===== src/hw/rtl/lnsa_pkg.sv =====
// lnsa_pkg: shared constants, request codes and beat/record types for the
// live note slot allocator. No dependencies; every other RTL file imports it.
package lnsa_pkg;

	localparam int SLOT_COUNT = 64;
	localparam int IDX_W      = $clog2(SLOT_COUNT);
	localparam int CNT_W      = $clog2(SLOT_COUNT + 1);
	localparam int KEY_W      = 19;
	localparam int NOTE_W     = 7;
	localparam int TIME_W     = 32;

	typedef logic [2:0]        req_code_t;
	typedef logic [IDX_W-1:0]  slot_idx_t;
	typedef logic [CNT_W-1:0]  slot_cnt_t;
	typedef logic [TIME_W-1:0] time_t;
	typedef logic [KEY_W-1:0]  key_t;

	localparam req_code_t REQ_NOTE_ON  = 3'd0;
	localparam req_code_t REQ_NOTE_OFF = 3'd1;
	localparam req_code_t REQ_ALL_OFF  = 3'd2;
	localparam req_code_t REQ_CHAN_OFF = 3'd3;
	localparam req_code_t REQ_EXPIRE   = 3'd4;
	localparam req_code_t REQ_CLEAR    = 3'd5;

	localparam time_t HOLD_RESET = 32'd1000;

	typedef struct packed {
		req_code_t  req_type;
		logic [7:0] port_number;
		logic [3:0] channel_number;
		logic [6:0] note_number;
		time_t      now_ms;
	} req_t;

	typedef struct packed {
		slot_idx_t slot_index;
		logic      hit;
		logic      stolen;
		slot_cnt_t changed_count;
		slot_cnt_t active_count;
	} rsp_t;

	// one table entry as stored in the slot memory (active bits live in flops)
	typedef struct packed {
		key_t  key;
		time_t start;
		time_t rel;
	} slot_ent_t;

	typedef struct packed {
		logic      en;
		slot_idx_t addr;
		slot_ent_t data;
	} mem_wr_t;

	typedef struct packed {
		logic      en;
		slot_idx_t addr;
	} mem_rd_t;

endpackage


===== src/hw/rtl/lnsa_ctrl.sv =====
// lnsa_ctrl: request sequencer. Scans the slot memory one entry per cycle,
// holds active bits, active count and hold_duration. Depends on lnsa_pkg.
module lnsa_ctrl (
	input  logic                clk,
	input  logic                arst_n,
	input  logic                cfg_wr_en,
	input  lnsa_pkg::time_t     cfg_wr_data,
	input  logic                in_valid,
	output logic                in_ready,
	input  lnsa_pkg::req_t      in_req,
	output logic                res_valid,
	input  logic                res_ready,
	output lnsa_pkg::rsp_t      res,
	output lnsa_pkg::mem_wr_t   mem_wr,
	output lnsa_pkg::mem_rd_t   mem_rd,
	input  lnsa_pkg::slot_ent_t mem_rd_data
);
	import lnsa_pkg::*;

	localparam logic [2:0] ST_IDLE   = 3'd0;
	localparam logic [2:0] ST_SCAN   = 3'd1;
	localparam logic [2:0] ST_OLDEST = 3'd2;
	localparam logic [2:0] ST_PLACE  = 3'd3;
	localparam logic [2:0] ST_DONE   = 3'd4;

	localparam logic [IDX_W:0] RD_END  = (IDX_W+1)'(SLOT_COUNT);
	localparam slot_idx_t      IDX_LAST = IDX_W'(SLOT_COUNT - 1);

	logic [2:0]            st_q;
	logic [IDX_W:0]        rd_cnt_q;
	logic                  chk_vld_s1;
	slot_idx_t             chk_addr_s1;
	logic [SLOT_COUNT-1:0] act_q;
	slot_cnt_t             act_cnt_q;
	time_t                 hold_q;
	req_code_t             req_q;
	key_t                  key_q;
	time_t                 now_q;
	slot_idx_t             pick_q;
	time_t                 best_t_q;
	slot_idx_t             idx_q;
	logic                  hit_q;
	logic                  stolen_q;
	slot_cnt_t             chg_q;

	logic  act_cur, expired, sounding, match_off, match_all, free_hit, older;
	logic  chk_last, stop;
	time_t age;

	assign act_cur  = act_q[chk_addr_s1];
	assign age      = now_q - mem_rd_data.rel;
	assign expired  = act_cur && (mem_rd_data.rel != '0) && (age > hold_q);
	assign sounding = act_cur && (mem_rd_data.rel == '0);
	assign match_off = sounding && (mem_rd_data.key == key_q);
	// channel match compares port and channel, ignoring the note bits
	assign match_all = sounding && ((req_q == REQ_ALL_OFF) ||
		(mem_rd_data.key[KEY_W-1:NOTE_W] == key_q[KEY_W-1:NOTE_W]));
	assign free_hit = !act_cur || expired;
	assign older    = (chk_addr_s1 == '0) || (mem_rd_data.start < best_t_q);
	assign chk_last = chk_addr_s1 == IDX_LAST;
	assign stop     = (st_q == ST_SCAN) && chk_vld_s1 &&
		(((req_q == REQ_NOTE_ON) && free_hit) || ((req_q == REQ_NOTE_OFF) && match_off));

	assign in_ready  = st_q == ST_IDLE;
	assign res_valid = st_q == ST_DONE;
	assign res = '{slot_index: idx_q, hit: hit_q, stolen: stolen_q,
		changed_count: chg_q, active_count: act_cnt_q};

	always_comb begin
		mem_rd.en   = ((st_q == ST_SCAN) || (st_q == ST_OLDEST)) && (rd_cnt_q != RD_END);
		mem_rd.addr = rd_cnt_q[IDX_W-1:0];
		mem_wr.en   = 1'b0;
		mem_wr.addr = chk_addr_s1;
		mem_wr.data = '{key: mem_rd_data.key, start: mem_rd_data.start, rel: now_q};
		if (st_q == ST_PLACE) begin
			mem_wr.en   = 1'b1;
			mem_wr.addr = pick_q;
			mem_wr.data = '{key: key_q, start: now_q, rel: '0};
		end else if ((st_q == ST_SCAN) && chk_vld_s1) begin
			if ((req_q == REQ_NOTE_OFF) && match_off) begin
				mem_wr.en = 1'b1;
			end else if (((req_q == REQ_ALL_OFF) || (req_q == REQ_CHAN_OFF)) && match_all) begin
				mem_wr.en = 1'b1;
			end
		end
	end

	always_ff @(posedge clk or negedge arst_n) begin
		if (!arst_n) begin
			hold_q <= HOLD_RESET;
		end else if (cfg_wr_en) begin
			hold_q <= cfg_wr_data;
		end
	end

	always_ff @(posedge clk or negedge arst_n) begin
		if (!arst_n) begin
			st_q        <= ST_IDLE;
			rd_cnt_q    <= '0;
			chk_vld_s1  <= 1'b0;
			chk_addr_s1 <= '0;
			act_q       <= '0;
			act_cnt_q   <= '0;
			req_q       <= REQ_NOTE_ON;
			key_q       <= '0;
			now_q       <= '0;
			pick_q      <= '0;
			best_t_q    <= '0;
			idx_q       <= '0;
			hit_q       <= 1'b0;
			stolen_q    <= 1'b0;
			chg_q       <= '0;
		end else begin
			chk_vld_s1  <= mem_rd.en && !stop;
			chk_addr_s1 <= mem_rd.addr;
			if (mem_rd.en) begin
				rd_cnt_q <= rd_cnt_q + 1'b1;
			end
			case (st_q)
				ST_IDLE: begin
					if (in_valid) begin
						req_q    <= in_req.req_type;
						key_q    <= {in_req.port_number, in_req.channel_number,
							in_req.note_number};
						now_q    <= in_req.now_ms;
						rd_cnt_q <= '0;
						idx_q    <= '0;
						hit_q    <= 1'b0;
						stolen_q <= 1'b0;
						chg_q    <= '0;
						case (in_req.req_type)
							REQ_NOTE_ON, REQ_NOTE_OFF, REQ_ALL_OFF, REQ_CHAN_OFF,
							REQ_EXPIRE: begin
								st_q <= ST_SCAN;
							end
							REQ_CLEAR: begin
								chg_q     <= act_cnt_q;
								act_q     <= '0;
								act_cnt_q <= '0;
								st_q      <= ST_DONE;
							end
							default: begin
								st_q <= ST_DONE;
							end
						endcase
					end
				end
				ST_SCAN: begin
					if (chk_vld_s1) begin
						case (req_q)
							REQ_NOTE_ON: begin
								if (free_hit) begin
									pick_q <= chk_addr_s1;
									chg_q  <= slot_cnt_t'(act_cur);
									st_q   <= ST_PLACE;
								end else if (chk_last) begin
									rd_cnt_q <= '0;
									st_q     <= ST_OLDEST;
								end
							end
							REQ_NOTE_OFF: begin
								if (match_off) begin
									idx_q <= chk_addr_s1;
									hit_q <= 1'b1;
									chg_q <= slot_cnt_t'(1);
									st_q  <= ST_DONE;
								end else if (chk_last) begin
									st_q <= ST_DONE;
								end
							end
							REQ_ALL_OFF, REQ_CHAN_OFF: begin
								if (match_all) begin
									chg_q <= chg_q + slot_cnt_t'(1);
								end
								if (chk_last) begin
									st_q <= ST_DONE;
								end
							end
							REQ_EXPIRE: begin
								if (expired) begin
									act_q[chk_addr_s1] <= 1'b0;
									act_cnt_q <= act_cnt_q - slot_cnt_t'(1);
									chg_q     <= chg_q + slot_cnt_t'(1);
								end
								if (chk_last) begin
									st_q <= ST_DONE;
								end
							end
							default: begin
								st_q <= ST_DONE;
							end
						endcase
					end
				end
				ST_OLDEST: begin
					// every slot is active here: plain minimum of start times
					if (chk_vld_s1) begin
						if (older) begin
							best_t_q <= mem_rd_data.start;
							pick_q   <= chk_addr_s1;
						end
						if (chk_last) begin
							stolen_q <= 1'b1;
							chg_q    <= slot_cnt_t'(1);
							st_q     <= ST_PLACE;
						end
					end
				end
				ST_PLACE: begin
					act_q[pick_q] <= 1'b1;
					act_cnt_q     <= act_cnt_q + slot_cnt_t'(!act_q[pick_q]);
					idx_q         <= pick_q;
					hit_q         <= 1'b1;
					st_q          <= ST_DONE;
				end
				ST_DONE: begin
					if (res_ready) begin
						st_q <= ST_IDLE;
					end
				end
				default: begin
					st_q <= ST_IDLE;
				end
			endcase
		end
	end
endmodule


===== config.mk =====
export PLATFORM = sky130hd
export DESIGN_NAME = lnsa_ctrl
export DESIGN_NICKNAME = d
export VERILOG_FILES = /design/src/hw/rtl/lnsa_pkg.sv /design/src/hw/rtl/lnsa_ctrl.sv
export SDC_FILE = /design/constraint.sdc
export NUM_CORES = 1
export LEC_CHECK = 0
export ABC_AREA = 1
export BUFFER_PORTS_ARGS = -buffer_cell sky130_fd_sc_hd__buf_4
export CAP_MARGIN = 20
export CORE_MARGIN = 5
export CORE_UTILIZATION = 50
export DETAILED_ROUTE_END_ITERATION = 8
export PLACE_DENSITY_LB_ADDON = 0.2
export SYNTH_ARGS = -nofsm -noshare
export SYNTH_HDL_FRONTEND = slang
export SYNTH_SLANG_ARGS = --single-unit

===== constraint.sdc =====
create_clock -name clk -period 4.7 [get_ports clk]
set_input_delay 0.705 -clock clk [delete_from_list [all_inputs] [get_ports clk]]
set_output_delay 0.705 -clock clk [all_outputs]
set_load 0.01 [all_outputs]

# Yosys cells after proc, flatten, opt, wreduce, memory -nomap -nowiden

Cells that the tools add are included.

Register bits after elaboration: 227
Bits in latches: 0
Bits in writable memories: 0
Bits in read-only memories: 0
Output and inout bits: 121
Memories: 0

Add/subtract/negate cells: 5
$mul: 0
Divide/modulo/power cells: 0
Magnitude comparators: 6
Eq/ne operators: 36
Shift-type cells: 0
Muxes and demuxes: 74
Bitwise gates (word level): 3
Reduce and logical (&&, ||, !) cells: 44

Operator list:

| cell                                                            | count |
|---|---|
| 64-bit 2-to-1 mux                                               | 5 |
| 64-bit one-hot mux with 3 select lines                          | 1 |
| 7-bit 2-to-1 mux                                                | 20 |
| 89-bit 2-to-1 mux                                               | 1 |
| 64-bit AND                                                      | 1 |
| 64-bit NOT                                                      | 1 |
| 64-bit bitwise OR                                               | 1 |
| 6-bit 2-to-1 mux                                                | 9 |
| 7-bit one-hot mux with 3 select lines                           | 2 |
| 32-bit > comparator                                             | 1 |
| 32-bit zero test                                                | 1 |
| 32-bit less-than comparator                                     | 1 |
| 32-bit nonzero test                                             | 1 |
| 32-bit subtractor                                               | 1 |
| 3-bit 2-to-1 mux                                                | 10 |
| 7-bit one-hot mux with 4 select lines                           | 1 |
| 19-bit == test                                                  | 1 |
| 3-bit by 2-bit == test with 1-bit output, second input constant | 6 |
| 6-bit one-hot mux with 3 select lines                           | 1 |
| 6-bit AND reduction                                             | 3 |
| 2-bit != test, second input constant                            | 8 |
| 3-bit one-hot mux with 5 select lines                           | 1 |
| 7-bit by 1-bit adder with 7-bit output, second input constant   | 2 |
| 1-bit logical AND                                               | 14 |
| other kinds (35)                                                | 75 |

# Depth between registers and ports, before layout

Depth after elaboration: 10
Gate-level depth with buffers: 29
Depth with buffers taken out: 29

# Least setup slack after synthesis

Ideal clock, no wire load.

Path kind: input to register
Start point: in mem_rd_data[0] in the netlist's numbering
End point: reg act_q[43]
Arrival time: 4.010 ns
Slack: 0.608 ns
Cell stages on the path: 27
Buffers on the path: 2
Path through: ha_1 > inv_1 > fa_1 > nand3_1 > nand2_1 > a21boi_0 > o21ai_0 > nand2_1 > o211ai_1 > nand4_1 > nand3_1 > xor2_1 > ha_1 > nand2_1 > nor2_1 > nand2_1 > nor4_1 > nand2_1 > nand2_1 > nand3_2 > nand2_4 > nand2_4 > inv_2 > buf_6 > buf_8 > nand2_2 > a22oi_2

Cells in the longest elaborated chain, start to end: 5
Elaborated cells between the ends (all ways): 7
Classes of those cells: 1 x add/sub; 1 x order compare; 1 x eq/ne; 4 x reduce/logical

Ends and longest elaborated chain:

| element                                                  | RTL line                         | text |
|---|---|---|
| start, declared                                          | lnsa_ctrl.sv:16                  | `input lnsa_pkg::slot_ent_t mem_rd_data` |
| 32-bit subtractor or 32-bit nonzero test (tied branches) | lnsa_ctrl.sv:51, lnsa_ctrl.sv:52 |  |
| 32-bit > comparator or 1-bit logical AND (tied branches) | lnsa_ctrl.sv:52                  | `assign expired = act_cur && (mem_rd_data.rel != '0) && (age > hold_q);` |
| 1-bit logical AND (*)                                    | lnsa_ctrl.sv:52                  |  |
| 2-bit != test (no source line) (*)                       | -                                |  |
| 6-bit AND reduction (no source line) (*)                 | -                                |  |
| end signal, assigned                                     | lnsa_ctrl.sv:102                 | `act_q <= '0;` |
| end signal, assigned                                     | lnsa_ctrl.sv:138                 | `act_q <= '0;` |
| end signal, assigned by index                            | lnsa_ctrl.sv:181                 | `act_q[chk_addr_s1] <= 1'b0;` |
| end, declared                                            | lnsa_ctrl.sv:33                  | `logic [SLOT_COUNT-1:0] act_q;` |

Mark *: on every way between the ends. The rest lies on a longest branch, timed or not.
A chain may end at the register's enable or synchronous reset.

# Final worst setup path

Start point: reg now_q[0]
End point: reg act_q[28]

Cells in the longest elaborated chain, start to end: 5

Ends and longest elaborated chain:

| element                              | RTL line         | text |
|---|---|---|
| start, declared                      | lnsa_ctrl.sv:38  | `time_t now_q;` |
| start signal, assigned               | lnsa_ctrl.sv:125 | `now_q <= in_req.now_ms;` |
| 32-bit subtractor                    | lnsa_ctrl.sv:51  | `assign age = now_q - mem_rd_data.rel;` |
| 32-bit > comparator                  | lnsa_ctrl.sv:52  |  |
| 1-bit logical AND                    | lnsa_ctrl.sv:52  |  |
| 2-bit != test (no source line)       | -                |  |
| 6-bit AND reduction (no source line) | -                |  |

Every way passes these cells.

==> qor.txt <==
Floorplan core area: 0.03262 sq mm
Required time worst endpoint: 5170 ps
Number of antenna violations at the first check in global routing: 1
Worst skew pair latency: 550 ps
Residual antenna-violating net count after detailed routing: 0
Input/output buffers: 294
Net count, final: 2809
Hold crit path type: in -> async
Length of the first detailed-routing pass in iterations: 8
Final setup violation count: 0
Minimum clock period after layout: 4379 ps
Primary flip-flop cell chosen by synthesis mapping: dfrtp_1
Initial DRC count: 1472
Delay of the slowest cell on the worst path: 450 ps
Final period utilization: 93.17%
Pin slew with the least headroom to its limit: 1101 ps
CP max FO: 24
Register bit total from synthesis: 227
Total Die Area: 0.03685 sq mm
Clock tree from TritonCTS: yes
Run status: completed
Routability-driven placement congestion ratio: 0.9785
Y dimension of the die: 192.0 microns
Hold Violations, Final: 0
Start-to-end type of the worst setup path: reg -> reg
Fillers: 2976
Power density normalized to cell area: 580.0 mW/mm^2
Worst setup skew after layout: 10.37 ps
Number of vias in the routed layout: 16897
Hold-fix buffers, CTS: 0
Cell area after synthesis: 0.01656 sq mm
Die Wd: 192.0 microns
Top cell family by delay on the critical path: simple AND/OR/NAND/NOR gates
Sum of routed wire length over all layers: 58680 microns
Total I/O pin count: 295
Average footprint of a synthesized cell: 7.332 sq um
Number of clock sinks seen by CTS: 227
N_diodes: 0
Final core utilization: 62.06%
Leakage: 10.04 nW
Total number of placement rows: 66
Overflow after GRT: 0
Portion of the post-synthesis area used by sequential elements: 34.36%
Headroom to the max-slew limit: 26.34%
Unique cell type count in the Yosys netlist: 52
Worst endpoint data arrival time: 4850 ps
Wire length of the first global-routing pass: 91660 microns
Initial standard-cell utilization of the core: 50.76%
Kind of start point of the critical path: flip-flop
Max-Cap Viols: 0
Number of max-slew violations in the final report: 0
TritonCTS buffer count: 27
Synthesized instance count: 2258
Number of buffer and inverter instances along the worst setup path: 4
VDD IR max: 0.3727 mV
Post-route DRC: 0
Fraction of layout instances using a drive strength above 1: 19.76%
DP Wirelength: 44160 microns
Max Clock Freq: 0.2284 GHz
Number of standard cells in the final layout excluding fillers: 2992
RSZ-0062 raised after global routing: no
Overall global routing resource usage: 31.26%
Clock root buffer master: clkbuf_16
Via count of the first global-routing pass: 16580
Post-synth EDFFs: 0
Cell occurring most often along the worst timing path: nand2_1
Avg Vias per Cell: 5.647
Pin count of the biggest net entering global routing: 90
Syn Nets: 2537
# placed instances: 2942
Setup repair bufs after CTS: 0
# H-tree levels: 1
Synth warnings: 0
Clock transition at path regs: 70 ps
Signed area change from the synthesized netlist to the final layout: 22.28%
DR WL/cell: 19.61 microns
Maximum root-to-sink buffer count: 3
Max stage delay cell, worst path: dfrtp_1
Ys async rst share: 100.0%
Sort of element at the end of the critical path: flip-flop
## worst register-to-register path: cells and delay by family, from the launching register on
family	cells	cell delay [ps]
XOR/XNOR	1	150
AO/OA/AOI/OAI	4	590
adder cells (fa/ha/maj)	3	880
flip-flops	1	450
AND/OR/NAND/NOR	15	1660
buffers and inverters	4	560
## sequential cells by signal (all words and copies together) (netlist names), 7 cells and up
register / count
act_cnt_q: 7
act_q: 64
best_t_q: 32
chg_q: 7
hold_q: 32
key_q: 19
now_q: 32
rd_cnt_q: 7
## Yosys cell counts (8+ instances only)
master,count,area [sq um]
o22ai_1,26,162.7
nand4_1,50,312.8
buf_4,12,90.09
a21oi_1,150,750.7
nand3_1,79,395.4
xor2_1,39,341.6
nor3_1,17,85.08
a22oi_2,64,800.8
clkbuf_1,60,225.2
nor4_1,11,68.82
nand2_1,536,2012
inv_2,8,30.03
o21ai_0,265,1326
nor2_1,145,544.3
ha_1,103,1289
buf_6,8,90.09
nor2_2,8,50.05
nand2_2,10,62.56
o21ai_1,11,55.05
dfrtp_1,221,5530
buf_1,8,30.03
xnor2_1,24,210.2
inv_1,307,1152
o21bai_1,9,67.56
## power breakdown
group	switching (mW)	internal, mW
logic	4.14	2.39
clock network	0.882	1.33
registers	0.524	2.48
## final timing paths
check,startpoint,end,slack [ps],cells after the start
max in group asynchronous,arst_n,hold_q[3]$_DFFE_PN1P_,3630,2
max reg2reg,now_q[0]$_DFFE_PN0P_,act_q[28]$_DFFE_PN0P_,320,27
min,arst_n,best_t_q[2]$_DFFE_PN0P_,130,1
min in group clk,in_req[37],key_q[5]$_DFFE_PN0P_,350,3
max,now_q[0]$_DFFE_PN0P_,act_q[28]$_DFFE_PN0P_,320,27
min reg2reg,idx_q[5]$_DFFE_PN0P_,idx_q[5]$_DFFE_PN0P_,480,2
## layer usage
metal	track usage, %	vias up	part of all wire (%)
met3	5.798	176	8.7
met1	39.91	7919	40
met5	0	-	0.022
met4	16.08	2	6.0
li1	-	8015	-
met2	50.72	785	45
## timing repair
item	4_1_cts	5_1_grt
endpoints found under the hold margin	0	0
gates resized for setup	0	13
setup endpoints to repair	0	91
## area by class of cell
| class | instances | area [sq um] | share of cell area, % |
|---|---|---|---|
| multi-input combinational | 1615 | 9220 | 45.54 |
| sequential | 227 | 5689 | 28.10 |
| timing repair buffer | 339 | 2649 | 13.08 |
| inverter | 320 | 1211 | 5.983 |
| clock buffer | 41 | 798.3 | 3.943 |
| tap | 442 | 553.0 | 2.732 |
| clock inverter | 8 | 123.9 | 0.6119 |
## cells in the final DEF, fill, tap and decap left out, types with 5 or more instances in the layout
cell and n:
nor2_4 5, buf_12 6, nor2_1 144, nor3_4 5, inv_1 307, a21oi_1 149, o21ai_0 261, a31oi_1 6
dfstp_2 6, o21a_1 7, clkbuf_8 7, dfrtp_1 220, nand4_1 50, xnor2_1 24, nor4_1 11, nor2b_1 5
nor2_2 7, o21ai_1 14, ha_1 103, inv_2 7, clkbuf_1 7, nand3_1 77, o31ai_1 7, buf_4 330
nor3_1 17, nand2_2 10, o21bai_1 9, clkbuf_16 28, a22oi_2 64, nand2_1 536, o22ai_1 26, xor2_1 39
## kinds of logic (layout without fill, tap and decap cells)
group,Yosys count,after routing,synth area share (%)
and+or+nand+nor,879,879,22.84
AOI/OAI and AO/OA,567,567,21.18
buffers and inverters,416,708,10.20
DFF,227,227,34.36
adders and majority gates,105,105,8.026
xor gates and xnor gates,63,63,3.333
muxes,1,1,0.06801
## per-stage QoR
stage                     hold slack (ps)  cell area, sq um  power, mW  TNS (ps)  worst slack (ps)
after floorplan                     395.4             16560      7.117         0             607.8
after global placement              461.8             19260      9.264         0             102.4
after detailed placement            464.9             19260      9.368    -739.8            -56.03
after CTS                           171.3             20190      11.63         0             133.1
after global routing                195.9             20240      12.61         0             10.95
final                               126.7             20240      11.74         0             320.9
(Power assumes the default switching activity.)
